## config.mk

```make
export PLATFORM = sky130hd
export DESIGN_NAME = spfc_round_cell
export DESIGN_NICKNAME = d
export VERILOG_FILES = /design/src/rtl/spfc_pkg.sv /design/src/rtl/spfc_round_cell.sv
export SDC_FILE = /design/constraint.sdc
export NUM_CORES = 2
export LEC_CHECK = 0
export BUFFER_PORTS_ARGS = -buffer_cell sky130_fd_sc_hd__buf_2
export CORE_AREA = 4 4 621 623
export DETAILED_ROUTE_END_ITERATION = 8
export DIE_AREA = 0 0 625 627
export PLACE_DENSITY = 0.3
export SLEW_MARGIN = 20
export SYNTH_ARGS = -nofsm -noshare
export SYNTH_HDL_FRONTEND = slang
export SYNTH_SLANG_ARGS = --single-unit
```

## constraint.sdc

```tcl
create_clock -name clk -period 2.13 [get_ports clk]
set_input_delay 0.213 -clock clk [delete_from_list [all_inputs] [get_ports clk]]
set_output_delay 0.213 -clock clk [all_outputs]
set_load 0.05 [all_outputs]
```

## src/rtl/spfc_pkg.sv

```systemverilog
// shared types, constants and round functions for the sha-256 puzzle fold check
package spfc_pkg;

    localparam int unsigned ROUNDS = 64;

    typedef struct packed {
        logic [31:0] nonce_word;
        logic [31:0] seed_word;
        logic [31:0] server_address;
        logic [31:0] client_address;
        logic [7:0]  kind_byte;
        logic [31:0] difficulty_limit;
    } in_item_t;

    typedef struct packed {
        logic [31:0] folded_value;
        logic        below_limit;
    } out_item_t;

    // working variables a..h
    typedef struct packed {
        logic [31:0] a;
        logic [31:0] b;
        logic [31:0] c;
        logic [31:0] d;
        logic [31:0] e;
        logic [31:0] f;
        logic [31:0] g;
        logic [31:0] h;
    } work_t;

    // what one cell hands to the next
    typedef struct packed {
        logic            valid;
        work_t           work;
        logic [15:0][31:0] sched;
        logic [31:0]     limit;
    } cell_data_t;

    localparam logic [255:0] INIT_H = {
        32'h6a09e667, 32'hbb67ae85, 32'h3c6ef372, 32'ha54ff53a,
        32'h510e527f, 32'h9b05688c, 32'h1f83d9ab, 32'h5be0cd19
    };

    localparam logic [31:0] ROUND_K [ROUNDS] = '{
        32'h428a2f98, 32'h71374491, 32'hb5c0fbcf, 32'he9b5dba5,
        32'h3956c25b, 32'h59f111f1, 32'h923f82a4, 32'hab1c5ed5,
        32'hd807aa98, 32'h12835b01, 32'h243185be, 32'h550c7dc3,
        32'h72be5d74, 32'h80deb1fe, 32'h9bdc06a7, 32'hc19bf174,
        32'he49b69c1, 32'hefbe4786, 32'h0fc19dc6, 32'h240ca1cc,
        32'h2de92c6f, 32'h4a7484aa, 32'h5cb0a9dc, 32'h76f988da,
        32'h983e5152, 32'ha831c66d, 32'hb00327c8, 32'hbf597fc7,
        32'hc6e00bf3, 32'hd5a79147, 32'h06ca6351, 32'h14292967,
        32'h27b70a85, 32'h2e1b2138, 32'h4d2c6dfc, 32'h53380d13,
        32'h650a7354, 32'h766a0abb, 32'h81c2c92e, 32'h92722c85,
        32'ha2bfe8a1, 32'ha81a664b, 32'hc24b8b70, 32'hc76c51a3,
        32'hd192e819, 32'hd6990624, 32'hf40e3585, 32'h106aa070,
        32'h19a4c116, 32'h1e376c08, 32'h2748774c, 32'h34b0bcb5,
        32'h391c0cb3, 32'h4ed8aa4a, 32'h5b9cca4f, 32'h682e6ff3,
        32'h748f82ee, 32'h78a5636f, 32'h84c87814, 32'h8cc70208,
        32'h90befffa, 32'ha4506ceb, 32'hbef9a3f7, 32'hc67178f2
    };

    function automatic logic [31:0] rotr(input logic [31:0] x, input int unsigned n);
        rotr = (x >> n) | (x << (32 - n));
    endfunction

    function automatic logic [31:0] byte_swap(input logic [31:0] x);
        byte_swap = {x[7:0], x[15:8], x[23:16], x[31:24]};
    endfunction

endpackage

```

## src/rtl/spfc_round_cell.sv

```systemverilog
// one sha-256 round cell with its rolling message schedule window
module spfc_round_cell #(
    parameter int unsigned ROUND = 0
) (
    input  logic                    clk,
    input  logic                    rst_n,
    input  logic                    advance,
    input  spfc_pkg::cell_data_t    prev,
    output spfc_pkg::cell_data_t    cur
);
    import spfc_pkg::*;

    cell_data_t  cell_reg;
    cell_data_t  cell_next;
    logic [31:0] w;
    logic [31:0] s0w;
    logic [31:0] s1w;
    logic [31:0] big_s1;
    logic [31:0] ch;
    logic [31:0] t1;
    logic [31:0] big_s0;
    logic [31:0] maj;

    always_comb
    begin
        w      = prev.sched[0];
        s0w    = rotr(prev.sched[1], 7) ^ rotr(prev.sched[1], 18) ^ (prev.sched[1] >> 3);
        s1w    = rotr(prev.sched[14], 17) ^ rotr(prev.sched[14], 19)
                 ^ (prev.sched[14] >> 10);
        big_s1 = rotr(prev.work.e, 6) ^ rotr(prev.work.e, 11) ^ rotr(prev.work.e, 25);
        ch     = (prev.work.e & prev.work.f) ^ (~prev.work.e & prev.work.g);
        t1     = prev.work.h + big_s1 + ch + ROUND_K[ROUND] + w;
        big_s0 = rotr(prev.work.a, 2) ^ rotr(prev.work.a, 13) ^ rotr(prev.work.a, 22);
        maj    = (prev.work.a & prev.work.b) ^ (prev.work.a & prev.work.c)
                 ^ (prev.work.b & prev.work.c);
        cell_next        = prev;
        cell_next.work.h = prev.work.g;
        cell_next.work.g = prev.work.f;
        cell_next.work.f = prev.work.e;
        cell_next.work.e = prev.work.d + t1;
        cell_next.work.d = prev.work.c;
        cell_next.work.c = prev.work.b;
        cell_next.work.b = prev.work.a;
        cell_next.work.a = t1 + big_s0 + maj;
        // window slides one word; new word is w[i+16]
        for (int k = 0; k < 15; k++)
        begin
            cell_next.sched[k] = prev.sched[k + 1];
        end
        cell_next.sched[15] = prev.sched[0] + s0w + prev.sched[9] + s1w;
    end

    always_ff @(posedge clk or negedge rst_n)
    begin
        if (!rst_n)
        begin
            cell_reg <= '0;
        end
        else if (advance)
        begin
            cell_reg <= cell_next;
        end
    end

    assign cur = cell_reg;

endmodule

```

==> summary by stage <==
Timing
Derived from the worst setup path, the maximum achievable clock frequency is 0.1730 GHz. The worst relative slew slack is 0.4636. The max-slew violation total from the final report is 0. The number of endpoints with negative hold slack in the final report is 1. The smallest hold slack is -0.04376 ns. For the final database, setup skew stands at 0 ns. The final critical-path share of the clock period is 2.713. The final count of negative-setup-slack endpoints is 91.

In the post-route analysis, the smallest setup slack over all paths is -3.649 ns. Setup repair after global routing could not meet its margin everywhere. The pin slew with the least headroom to its limit is 0.7962 ns. Setup total negative slack on the finished layout was measured at -189.93 ns. Subtracting the final worst setup slack from the clock period gives 5.779 ns.

Logic synthesis
The cell area after synthesis is 42,700 sq um. The unique cell type count in the Yosys netlist is 75. The top cell type by total area after synthesis is sky130_fd_sc_hd__dfrtp_1. Synthesis produced a netlist with a net count of 4,443. The number of warnings printed during yosys synthesis is 0. In this run, synthesis produced a sequential element count of 801. Synthesis produced a netlist whose cell count is 3,330. The primary flip-flop cell chosen by synthesis mapping is sky130_fd_sc_hd__dfrtp_1. By area the synthesized netlist is led by sky130_fd_sc_hd__dfrtp_1, sky130_fd_sc_hd__mux2_2, sky130_fd_sc_hd__fa_1. After synthesis, the most frequently instantiated cells are sky130_fd_sc_hd__mux2_2, sky130_fd_sc_hd__dfrtp_1, sky130_fd_sc_hd__inv_1.

Each instance of the synthesized netlist takes up on average 12.82 sq um. In this run, synthesis inferred 0 flip-flops with an integrated enable. Among all cell types in the netlist, the one instantiated most often is sky130_fd_sc_hd__mux2_2. Of the synthesized area, sequential elements account for 0.4694. After synthesis, the share of flip-flops with an asynchronous set or reset is 1.000. Of the post-synthesis cell area, the dominant cell type holds 0.4694.

Layout
The final standard cell utilization of the core is 0.2045. The finished layout holds 11,676 standard cells, fillers aside. The number of flip-flops in the largest register is 801. The summed area of non-filler cells in the final layout is 77,890 sq um. From synthesis to final layout, the design area changed by 82.41%. After the last flow step, the layout net total stands at 7,614.

The fraction of final layout cells sized beyond drive strength 1 is 0.5810.

Hold path
The worst hold path startpoint is prev[673]. The worst min-delay path class is in -> reg. Along the worst hold path, the cell count comes to 3. The end of the worst hold path is cur[641].

Run status
The run finished, with violations left. The final reports fail on hold timing, setup timing.

Floorplanning
The overall die width is 625 um. The number of placement rows is 227. The overall die area is 391,900 sq um. The die is 627 um tall. The initial utilization of the core area, before any placement, comes to 0.1121.

In this run the standard cell core region covers 380,900 sq um. The I/O pin total is 1,605.

Clock tree
CTS saw 801 sinks. The number of buffers created by CTS is 113. The depth of the CTS H-tree is 3.

The worst-skew pair later-pin latency is 0.78 ns. After clock tree synthesis, the clock-pin slew on the worst setup and hold paths is 0.06 ns. The count of hold-fix buffers inserted at cts is 697. In this run the deepest clock path goes through 4 buffers. TritonCTS built the clock tree. CTS placed an instance of sky130_fd_sc_hd__clkbuf_16 at the clock tree root.

Critical path
The maximum cell stage delay along the critical path is 0.54 ns. The setup slack on the worst flop-to-flop path is 1.26 ns. The worst register-to-register path begins at cur[651]. Grouping stages by cell kind, the critical path spends the most delay in adder cells. The data arrival time of the critical path is 6.46 ns.

STA classifies the critical path endpoint as a flip-flop. The worst setup path is launched from a primary input. The worst register-to-register path has a depth of 1. The library cell contributing the largest single delay on the critical path is sky130_fd_sc_hd__fa_2. The critical path contains buffers and inverters numbering 4 combined. The required time at the endpoint of the critical path is 2.81 ns. In this run the critical register-to-register path is captured at cur[651].

Of all nets on the critical path, the largest fanout is 4. The dominant cell type by count on the critical path is sky130_fd_sc_hd__a21o_1. The setup path with the least slack is of type in -> reg.

Power and ir drop
The power density of the placed cells is 1742 nW/um^2. The standby leakage power is 0.03589 uW. The register share of total power is 0.142. The design draws 135,700 uW. The worst voltage drop across the vdd grid is 0.001269 V. The fraction of power spent switching nets is 0.4373.

Summed over all nets, the switching power comes to 59,330 uW. The internal power is 76,350 uW. The clock group share of total power is 0.148. The combinational group share of total power is 0.710.

GRT
The total global-route track usage is 0.1604. For this run the aggregate overflow at the end of global routing stands at 0. The first global-routing pass estimated 420,200 um of wire. The pin count of the biggest net entering global routing is 86.

The number of global-route vias before repair came to 43,380. The initial antenna violation count is 263.

Drt
The mean routed wirelength per cell is 27.93 um. The count of routing violations after the opening detailed-route iteration is 1,512. The routed layout has 39,592 vias. The total wire length after detailed routing is 326,100 um.

Before antenna repair, the detailed router went through 5 iterations. The average vias per placed instance is 3.391. The number of nets with antenna violations after routing is 0. The residual DRC count is 0.

Placement
Summing all placed instances gives a cell area of 63,860 sq um. The congestion estimate from routability-driven global placement came to 0.8491. The number of buffers inserted by port buffering is 1,604. After legalization and detailed placement, the total HPWL measured 282,500 um. In this run, placement finished with an instance count of 10,675.

Flow run
The count of maximum capacitance violations is 0.
==> per-stage QoR <==
| stage | setup slack (ns) | hold WS [ns] |
|---|---|---|
| 5_1_grt | -3.771 | -0.1162 |
| 3_3_place_gp | -4.999 | 0.2028 |
| 6_report | -3.649 | -0.04376 |
| 2_1_floorplan | -4.079 | -0.08259 |
| 3_5_place_dp | -4.909 | 0.1961 |
| 4_1_cts | -3.644 | -0.1579 |
==> cell families after synthesis <==
group / share of synthesized area
adders and majority gates: 0.1188
xor gates and xnor gates: 0.07480
AOI/OAI and AO/OA: 0.05714
buffers and inverters: 0.03956
DFF: 0.4694
and+or+nand+nor: 0.02540
muxes: 0.2149
==> how the worst max path moves through the flow <==
stage / startpoint / endpoint / slack, ns / depth (start not counted)
floorplan: prev[653] / cur[792] / -4.08 / 31
global placement: prev[653] / cur[798] / -5.00 / 32
detailed placement: prev[653] / cur[797] / -4.91 / 32
CTS: prev[653] / cur[799] / -3.64 / 31
global route: prev[653] / cur[799] / -3.77 / 31
finish: prev[653] / cur[792] / -3.65 / 31
==> routing by layer <==
| layer | share of wire | GRT usage | vias to the layer above | wire [um] |
|---|---|---|---|---|
| li1 | - | - | 17733 | - |
| met3 | 0.064 | 0.04383 | 608 | 21000 |
| met5 | 0.00045 | 0 | - | 148 |
| met1 | 0.34 | 0.1577 | 19696 | 110500 |
| met4 | 0.035 | 0.04653 | 26 | 11360 |
| met2 | 0.56 | 0.3215 | 1529 | 183100 |
==> cells in the final DEF (no fill, tap or decap), types with 40 or more instances in the layout <==
master and count:
sky130_fd_sc_hd__buf_2 1582, sky130_fd_sc_hd__dfrtp_1 801, sky130_fd_sc_hd__buf_4 773, sky130_fd_sc_hd__mux2_2 746, sky130_fd_sc_hd__dlygate4sd3_1 696, sky130_fd_sc_hd__inv_1 295, sky130_fd_sc_hd__xnor2_1 176, sky130_fd_sc_hd__fa_1 147
sky130_fd_sc_hd__clkbuf_16 115, sky130_fd_sc_hd__xor2_1 108, sky130_fd_sc_hd__ha_1 108, sky130_fd_sc_hd__a21o_1 93, sky130_fd_sc_hd__buf_6 83, sky130_fd_sc_hd__mux2_4 61, sky130_fd_sc_hd__diode_2 49, sky130_fd_sc_hd__nand2_1 47
sky130_fd_sc_hd__a21oi_2 47, sky130_fd_sc_hd__o21ai_0 46, sky130_fd_sc_hd__buf_12 44, sky130_fd_sc_hd__ha_4 40
==> timing repair <==
| item | 4_1_cts | 5_1_grt |
|---|---|---|
| pin swaps | 172 | 136 |
| buffers inserted | 43 | 41 |
| resized for setup | 360 | 160 |
| endpoints found under the setup margin | 92 | 92 |
| endpoints found under the hold margin | 1202 | 2 |
==> final cells by class <==
cell class | instances | area, sq um
diodes | 49 | 122.6
clock buffers | 165 | 3336
clock inverters | 38 | 499.2
fillers | 41865 | 303000
inverters | 316 | 1186
multi-input cells | 2082 | 23770
flip-flops and latches | 801 | 20040
well taps | 5038 | 6304
repair buffers | 3187 | 22630
==> power by group through the flow <==
stage                     logic [uW]  registers (uW)  clock network, uW
after floorplan                35900           27300                  0
final                          96400           19200              20100
after detailed placement       78900           19500                  0
after global routing          104000           19500              21400
after CTS                      92100           19200              21000
after global placement         79000           19400                  0
No activity file was read; power rests on OpenSTA's default activity.
