$ cat src/rtl/spfc_pkg.sv
// shared types, constants and round functions for the sha-256 puzzle fold check
package spfc_pkg;

    localparam int unsigned ROUNDS = 64;

    typedef struct packed {
        logic [31:0] nonce_word;
        logic [31:0] seed_word;
        logic [31:0] server_address;
        logic [31:0] client_address;
        logic [7:0]  kind_byte;
        logic [31:0] difficulty_limit;
    } in_item_t;

    typedef struct packed {
        logic [31:0] folded_value;
        logic        below_limit;
    } out_item_t;

    // working variables a..h
    typedef struct packed {
        logic [31:0] a;
        logic [31:0] b;
        logic [31:0] c;
        logic [31:0] d;
        logic [31:0] e;
        logic [31:0] f;
        logic [31:0] g;
        logic [31:0] h;
    } work_t;

    // what one cell hands to the next
    typedef struct packed {
        logic            valid;
        work_t           work;
        logic [15:0][31:0] sched;
        logic [31:0]     limit;
    } cell_data_t;

    localparam logic [255:0] INIT_H = {
        32'h6a09e667, 32'hbb67ae85, 32'h3c6ef372, 32'ha54ff53a,
        32'h510e527f, 32'h9b05688c, 32'h1f83d9ab, 32'h5be0cd19
    };

    localparam logic [31:0] ROUND_K [ROUNDS] = '{
        32'h428a2f98, 32'h71374491, 32'hb5c0fbcf, 32'he9b5dba5,
        32'h3956c25b, 32'h59f111f1, 32'h923f82a4, 32'hab1c5ed5,
        32'hd807aa98, 32'h12835b01, 32'h243185be, 32'h550c7dc3,
        32'h72be5d74, 32'h80deb1fe, 32'h9bdc06a7, 32'hc19bf174,
        32'he49b69c1, 32'hefbe4786, 32'h0fc19dc6, 32'h240ca1cc,
        32'h2de92c6f, 32'h4a7484aa, 32'h5cb0a9dc, 32'h76f988da,
        32'h983e5152, 32'ha831c66d, 32'hb00327c8, 32'hbf597fc7,
        32'hc6e00bf3, 32'hd5a79147, 32'h06ca6351, 32'h14292967,
        32'h27b70a85, 32'h2e1b2138, 32'h4d2c6dfc, 32'h53380d13,
        32'h650a7354, 32'h766a0abb, 32'h81c2c92e, 32'h92722c85,
        32'ha2bfe8a1, 32'ha81a664b, 32'hc24b8b70, 32'hc76c51a3,
        32'hd192e819, 32'hd6990624, 32'hf40e3585, 32'h106aa070,
        32'h19a4c116, 32'h1e376c08, 32'h2748774c, 32'h34b0bcb5,
        32'h391c0cb3, 32'h4ed8aa4a, 32'h5b9cca4f, 32'h682e6ff3,
        32'h748f82ee, 32'h78a5636f, 32'h84c87814, 32'h8cc70208,
        32'h90befffa, 32'ha4506ceb, 32'hbef9a3f7, 32'hc67178f2
    };

    function automatic logic [31:0] rotr(input logic [31:0] x, input int unsigned n);
        rotr = (x >> n) | (x << (32 - n));
    endfunction

    function automatic logic [31:0] byte_swap(input logic [31:0] x);
        byte_swap = {x[7:0], x[15:8], x[23:16], x[31:24]};
    endfunction

endpackage

$ cat src/rtl/spfc_fold_stage.sv
// final digest add, xor fold and threshold compare into the output register
module spfc_fold_stage (
    input  logic                    clk,
    input  logic                    rst_n,
    input  logic                    advance,
    input  spfc_pkg::cell_data_t    last,
    output logic                    out_valid,
    output spfc_pkg::out_item_t     result
);
    import spfc_pkg::*;

    logic [7:0][31:0] digest;
    logic [31:0]      folded;
    logic [255:0]     work_bits;
    logic             valid_reg;
    out_item_t        result_reg;
    out_item_t        result_next;

    always_comb
    begin
        work_bits = last.work;
        for (int k = 0; k < 8; k++)
        begin
            digest[7 - k] = work_bits[255 - 32*k -: 32] + INIT_H[255 - 32*k -: 32];
        end
        // result byte i folds digest words 2i and 2i+1
        for (int i = 0; i < 4; i++)
        begin
            folded[31 - 8*i -: 8] =
                digest[7 - 2*i][31:24] ^ digest[7 - 2*i][23:16]
                ^ digest[7 - 2*i][15:8] ^ digest[7 - 2*i][7:0]
                ^ digest[6 - 2*i][31:24] ^ digest[6 - 2*i][23:16]
                ^ digest[6 - 2*i][15:8] ^ digest[6 - 2*i][7:0];
        end
        result_next.folded_value = folded;
        result_next.below_limit  = folded < last.limit;
    end

    always_ff @(posedge clk or negedge rst_n)
    begin
        if (!rst_n)
        begin
            valid_reg <= 1'b0;
        end
        else if (advance)
        begin
            valid_reg <= last.valid;
        end
    end

    always_ff @(posedge clk)
    begin
        if (advance)
        begin
            result_reg <= result_next;
        end
    end

    assign out_valid = valid_reg;
    assign result    = result_reg;

endmodule

$ cat config.mk
export PLATFORM = sky130hd
export DESIGN_NAME = spfc_fold_stage
export DESIGN_NICKNAME = d
export VERILOG_FILES = /design/src/rtl/spfc_pkg.sv /design/src/rtl/spfc_fold_stage.sv
export SDC_FILE = /design/constraint.sdc
export NUM_CORES = 1
export LEC_CHECK = 0
export ABC_AREA = 1
export BUFFER_PORTS_ARGS = -buffer_cell sky130_fd_sc_hd__buf_2
export CAP_MARGIN = 20
export CORE_AREA = 2 2 330 332
export CTS_CLUSTER_DIAMETER = 120
export DETAILED_ROUTE_END_ITERATION = 16
export DIE_AREA = 0 0 332 334
export MAX_ROUTING_LAYER = met4
export PLACE_DENSITY = 0.3
export SLEW_MARGIN = 20
export SYNTH_ARGS = -nofsm -noshare
export SYNTH_HDL_FRONTEND = slang
export SYNTH_SLANG_ARGS = --single-unit
$ cat constraint.sdc
create_clock -name clk -period 1.1 [get_ports clk]
set_clock_uncertainty 0.15 [all_clocks]
set_input_delay 0.165 -clock clk [delete_from_list [all_inputs] [get_ports clk]]
set_output_delay 0.165 -clock clk [all_outputs]
set_load 0.02 [all_outputs]
==> results.cfg, run 1 <==
[status]
status = finished with violations
violations = setup timing

[cells_and_area]
seq_area_sq_um = 1016
multi_input_area_sq_um = 10780
syn_to_final_growth_pct = 109.6
fillers = 12430
fin_nets = 3696
final_cells = 4287
largest_reg_flops = 33
drive_gt1_share_pct = 51.79
final_area_sq_um = 22700

[power]
intPower_mw = 10.43
p_seq_share_pct = 12.2
pwr-share-comb_pct = 78.4
p_sw_mw = 8.967
leakagePower_nw = 11.22
irDropWorstVdd_uv = 557.7
p_sw_share_pct = 46.22
clockPowerShare_pct = 9.3
power_density_nw_per_um2 = 854.5

[die]
io-pin-count = 838
rows = 121
die_h_um = 334
start_util_pct = 10.05
core_sq_um = 107800
die_area_sq_um = 110900
die_x_um = 332

[logic_synthesis]
yosysWarningCount = 0
synth.cell_area_sq_um = 10830
synth_top_family_by_area = simple AND/OR/NAND/NOR gates
synth_most_common_cell = nand2_1
yosysTopAreaCell = xor2_1
synth.area.top_cells = xor2_1, nand2_1, inv_1
synthMuxAreaShare_pct = 0.2079
synth-simple-area-share_pct = 38.48
yosys-top-cells-count = nand2_1, inv_1, xor2_1, nor2_1, nand3_1
synthAdderAreaFrac_pct = 4.504
synthesis.nets = 2644
syn_inst = 1801
synth_xor_area_share_pct = 26.26
synth_compound_gate_area_share_pct = 10.77
synth-edff-count = 33
async_flop_share_pct = 2.941
ys_seq_area_share_pct = 9.378
synth_top_area_share_pct = 17.54
synth_cell_type_count = 59
synth-seq-cells = 34
synth-main-ff-cell = edfxtp_1
synth.avg_cell_area_sq_um = 6.016

[global_route]
grt_busiest_layer = met2
grt_util_met1_pct = 14.99
grt_pass1_vias = 15280
grt_first_pass_wirelength_um = 92730
grt_use_met3_pct = 2.435
antenna_found_initial = 27
grt_overflow_total = 0
grtUsageMet2_pct = 18.66
grt_util_all_layers_pct = 11.54
grt_max_degree = 15

[worst_setup_path]
worst-setup-path-type = input pin to register
critical_path.max_fanout = 3
rr_startpoint = out_valid
endpoint_kind = register
critical_path.startpoint_type = input pin
crit_required_ns = 1.01
cp.arrival_ns = 3.14
crit_start = last[706]

[timing]
timing.slew.headroom_pct = 53.20
final.period_utilization_pct = 293.7
hold_viol = 0
rsz0062_at_grt = yes
worst_pin_slew_ns = 0.6956
drv_slew = 0
fmax_ghz = 0.3095
period_needed_ns = 3.231
fin_setup_tns_ns = -40.82
final.setup.worst_slack_ns = -2.131
setup_viol = 67

[clock_tree]
htree_levels = 2
cts.reportedPaths.clkPinSlew_ns = 0.07
cts_tree = yes
cts_buffer_depth = 2
insertion_delay_ns = 0.30
cts-root-buf = clkbuf_16
cts_made_buffers = 5
numClockSinks = 34

[drt]
dr.pass1.iters = 5
ant_nets = 0
finalWirelength_um = 63690
drc_errors = 0
drtIter0Drc = 483
wl_per_cell_um = 14.86
via_per_inst = 3.413
dr_total_vias = 14630

[place]
place_area_sq_um = 19430
port_buffers = 325
place_ws_ns = -3.253
place_inst = 4183
gp_congestion = 0.8319
dp_hpwl_um = 57810

[job]
maxCapViolCount = 0

[min_path]
hold_start = advance
hp-class = input pin to register
[stage by stage]
stage	hold WS, ns	total power, mW	utilization, %
floorplan	-0.2806	8.253	-
global placement	-0.2083	15.15	18.02
detailed placement	-0.2092	15.02	18.02
CTS	0.1028	18.90	20.07
global route	0.1144	21.14	21.06
finish	0.1200	19.40	21.06
[critical path: stages]
cell and delay [ns]:
buf_8 0.10, ha_4 0.16, nand2_4 0.06, nand3_2 0.07
nand2_2 0.08, nand2_2 0.07, o21ai_2 0.17, nand2_2 0.12
o21ai_4 0.22, nand2_2 0.11, xnor2_4 0.16, or2_4 0.23
nand3b_1 0.11, nand2_1 0.07, nand2_1 0.07, nand2_1 0.05
nand2_1 0.06, nand2_2 0.08, ha_4 0.29, nand2_4 0.05
o21ai_2 0.14, nand3_2 0.10, a21oi_4 0.20, o21bai_4 0.07
o2111ai_2 0.07, a21oi_2 0.05
[per-layer routing]
layer | vias to the layer above | wire length (um)
met5 | - | 0
met1 | 6449 | 30310
li1 | 7815 | -
met4 | 0 | 1024
met3 | 30 | 3458
met2 | 338 | 28900
[kinds of logic (layout without fill, tap and decap cells)]
family,count (synthesis),count (layout)
xor gates and xnor gates,320,320
and+or+nand+nor,927,927
AOI/OAI and AO/OA,179,179
DFF,34,34
buffers and inverters,300,1353
adders and majority gates,39,39
muxes,2,2
other,0,19
[layout by cell type, fill, tap and decap left out, types with 33 or more instances in the layout]
cell	netlist	layout
edfxtp_1	33	33
inv_2	10	33
nor2_1	169	135
buf_6	0	87
inv_1	288	253
xor2_1	217	172
nand3_2	6	35
xor2_2	2	37
nand2_2	19	84
buf_4	0	680
buf_2	0	258
xnor2_1	99	78
nand3_1	122	86
nand2_1	463	376
[area by class of cell]
cell class	count	area share, %
Inverter	298	5.269
Timing Repair Buffer	1047	34.03
Clock buffer	6	0.5677
Antenna cell	19	0.2094
Tap cell	1414	7.793
Clock inverter	2	0.1653
Sequential cell	34	4.475
Multi-Input combinational cell	1467	47.49
[power by group through the flow]
stage / Combinational [mW] / Sequential [mW] / Clock [mW]
after global routing: 16.8 / 2.41 / 1.96
after detailed placement: 12.7 / 2.29 / 0
after global placement: 12.8 / 2.33 / 0
after floorplan: 5.60 / 2.65 / 0
final: 15.2 / 2.37 / 1.81
after CTS: 14.6 / 2.39 / 1.94
[worst paths after layout]
kind / end / slack [ns] / cells past startpoint
worst min register to register: out_valid / 0.40 / 1
min in group asynchronous: out_valid / 0.54 / 3
worst min-delay path: result[10] / 0.12 / 2
max in group asynchronous: out_valid / 0.16 / 3
worst max register to register: out_valid / 0.19 / 1
worst max-delay path: result[0] / -2.13 / 26
[repair_timing]
item	in CTS	in global routing
endpoints found under the setup margin	67	67
setup buffers	60	26
hold buffers	3	0
gates resized for setup	394	171
hold endpoints to repair	2	0
pin swaps	221	168
Power figures use the tool's default switching activity.
==> inputs of run 2 (changes only) <==
- CAP_MARGIN: 20 -> default
- CELL_PAD_IN_SITES_DETAIL_PLACEMENT: default -> 0
- CELL_PAD_IN_SITES_GLOBAL_PLACEMENT: default -> 1
- CORE_AREA: 2 2 330 332 -> 2 2 322 324
- DIE_AREA: 0 0 332 334 -> 0 0 324 326
- PLACE_DENSITY: 0.3 -> 0.4
==> results.cfg, run 2 (same netlist as run 1, synthesis figures left out) <==
[status]
status = finished with violations
violations = setup timing

[timing]
fmax_ghz = 0.3171
worst_pin_slew_ns = 0.5726
period_needed_ns = 3.154
rsz0062_at_grt = yes
setup_viol = 67
hold_viol = 0
fin_setup_tns_ns = -38.55
final.setup.worst_slack_ns = -2.054
final.period_utilization_pct = 286.7
drv_slew = 0
whs_ns = 0.01857
timing.slew.headroom_pct = 61.34

[drt]
dr_total_vias = 14560
wl_per_cell_um = 15.26
drtIter0Drc = 524
finalWirelength_um = 64780
drc_errors = 0
ant_nets = 0
dr.pass1.iters = 4
via_per_inst = 3.430

[clock_tree]
cts-root-buf = clkbuf_16
cts_tree = yes
cts_buffer_depth = 2
htree_levels = 2
insertion_delay_ns = 0.30
cts_made_buffers = 5
numClockSinks = 34
cts.reportedPaths.clkPinSlew_ns = 0.07

[cells_and_area]
finalCoreUtilization_pct = 22.41
syn_to_final_growth_pct = 112.3
final_area_sq_um = 23000
layout_commonest_cell = buf_4
final_cells = 4245
final_cell_mix = buf_4, nand2_1, buf_2
fillers = 11690
largest_reg_flops = 33
fin_nets = 3677
seq_area_sq_um = 1016
drive_gt1_share_pct = 54.22
multi_input_area_sq_um = 11080

[global_route]
grt_overflow_total = 0
grt_pass1_vias = 15100
grt_util_all_layers_pct = 12.36
antenna_found_initial = 38
grt_first_pass_wirelength_um = 93160
grt_max_degree = 11

[worst_setup_path]
worst-setup-path-type = input pin to register
cp.arrival_ns = 3.16
path_buf_inv = 5
crit_family = simple AND/OR/NAND/NOR gates
critical_path.max_fanout = 3
crit_path_frequent_cell = nand2_4
slowest_stage = a2111oi_2
slowest_delay_ns = 0.29
crit_required_ns = 1.11
critical_path.startpoint_type = input pin
endpoint_kind = register

[power]
leakagePower_nw = 11.31
intPower_mw = 10.20
clockPowerShare_pct = 7.9
irDropWorstVdd_uv = 779.3
p_sw_mw = 8.839
p_sw_share_pct = 46.41
power.total_mw = 19.04
p_seq_share_pct = 11.7
pwr-share-comb_pct = 80.4
power_density_nw_per_um2 = 828.0

[min_path]
hp-class = input pin to async pin

[place]
gp_congestion = 0.8634
place_area_sq_um = 19220
place_inst = 4125
place_ws_ns = -2.655
dp_hpwl_um = 58890
port_buffers = 325

[job]
maxCapViolCount = 0

[die]
die_h_um = 326
die_x_um = 324
start_util_pct = 10.56
rows = 118
die_area_sq_um = 105600
core_sq_um = 102600
io-pin-count = 838
-- run 2: worst paths after layout --
check	slack, ns	from	to	depth (start not counted)
max	-2.05	last[641]	result[0]	25
min	0.02	rst_n	out_valid	2
max reg2reg	0.19	out_valid	out_valid	1
min reg2reg	0.39	out_valid	out_valid	1
max in group asynchronous	0.70	rst_n	out_valid	2
min in group clk	0.12	advance	result[14]	2
-- run 2: repair_timing --
action	4_1_cts	5_1_grt
setup endpoints to repair	67	67
hold buffers	2	0
hold endpoints to repair	2	0
pin swaps	231	236
resized for setup	450	273
buffers inserted	63	36
-- run 2: layout make-up --
| cell class | instances | share of cell area [%] |
|---|---|---|
| flip-flops and latches | 34 | 4.418 |
| well taps | 1380 | 7.508 |
| multi-input cells | 1467 | 48.16 |
| diodes | 30 | 0.3264 |
| clock inverters | 2 | 0.03808 |
| inverters | 298 | 5.255 |
| clock buffers | 6 | 0.5604 |
| repair buffers | 1028 | 33.73 |
-- run 2: per-layer routing --
layer	track usage, %	vias up	share of wire, %
li1	-	7784	-
met1	15.42	6428	45
met2	19.17	311	44
met3	4.053	36	8.1
met4	2.878	0	2.5
met5	-	-	0
-- run 2: power groups by stage --
stage	Clock [mW]	Sequential (mW)	Combinational (mW)
CTS	1.62	2.23	14.8
finish	1.51	2.22	15.3
detailed placement	0	2.14	12.8
global route	1.66	2.27	16.8
global placement	0	2.15	12.9
floorplan	0	2.65	5.60
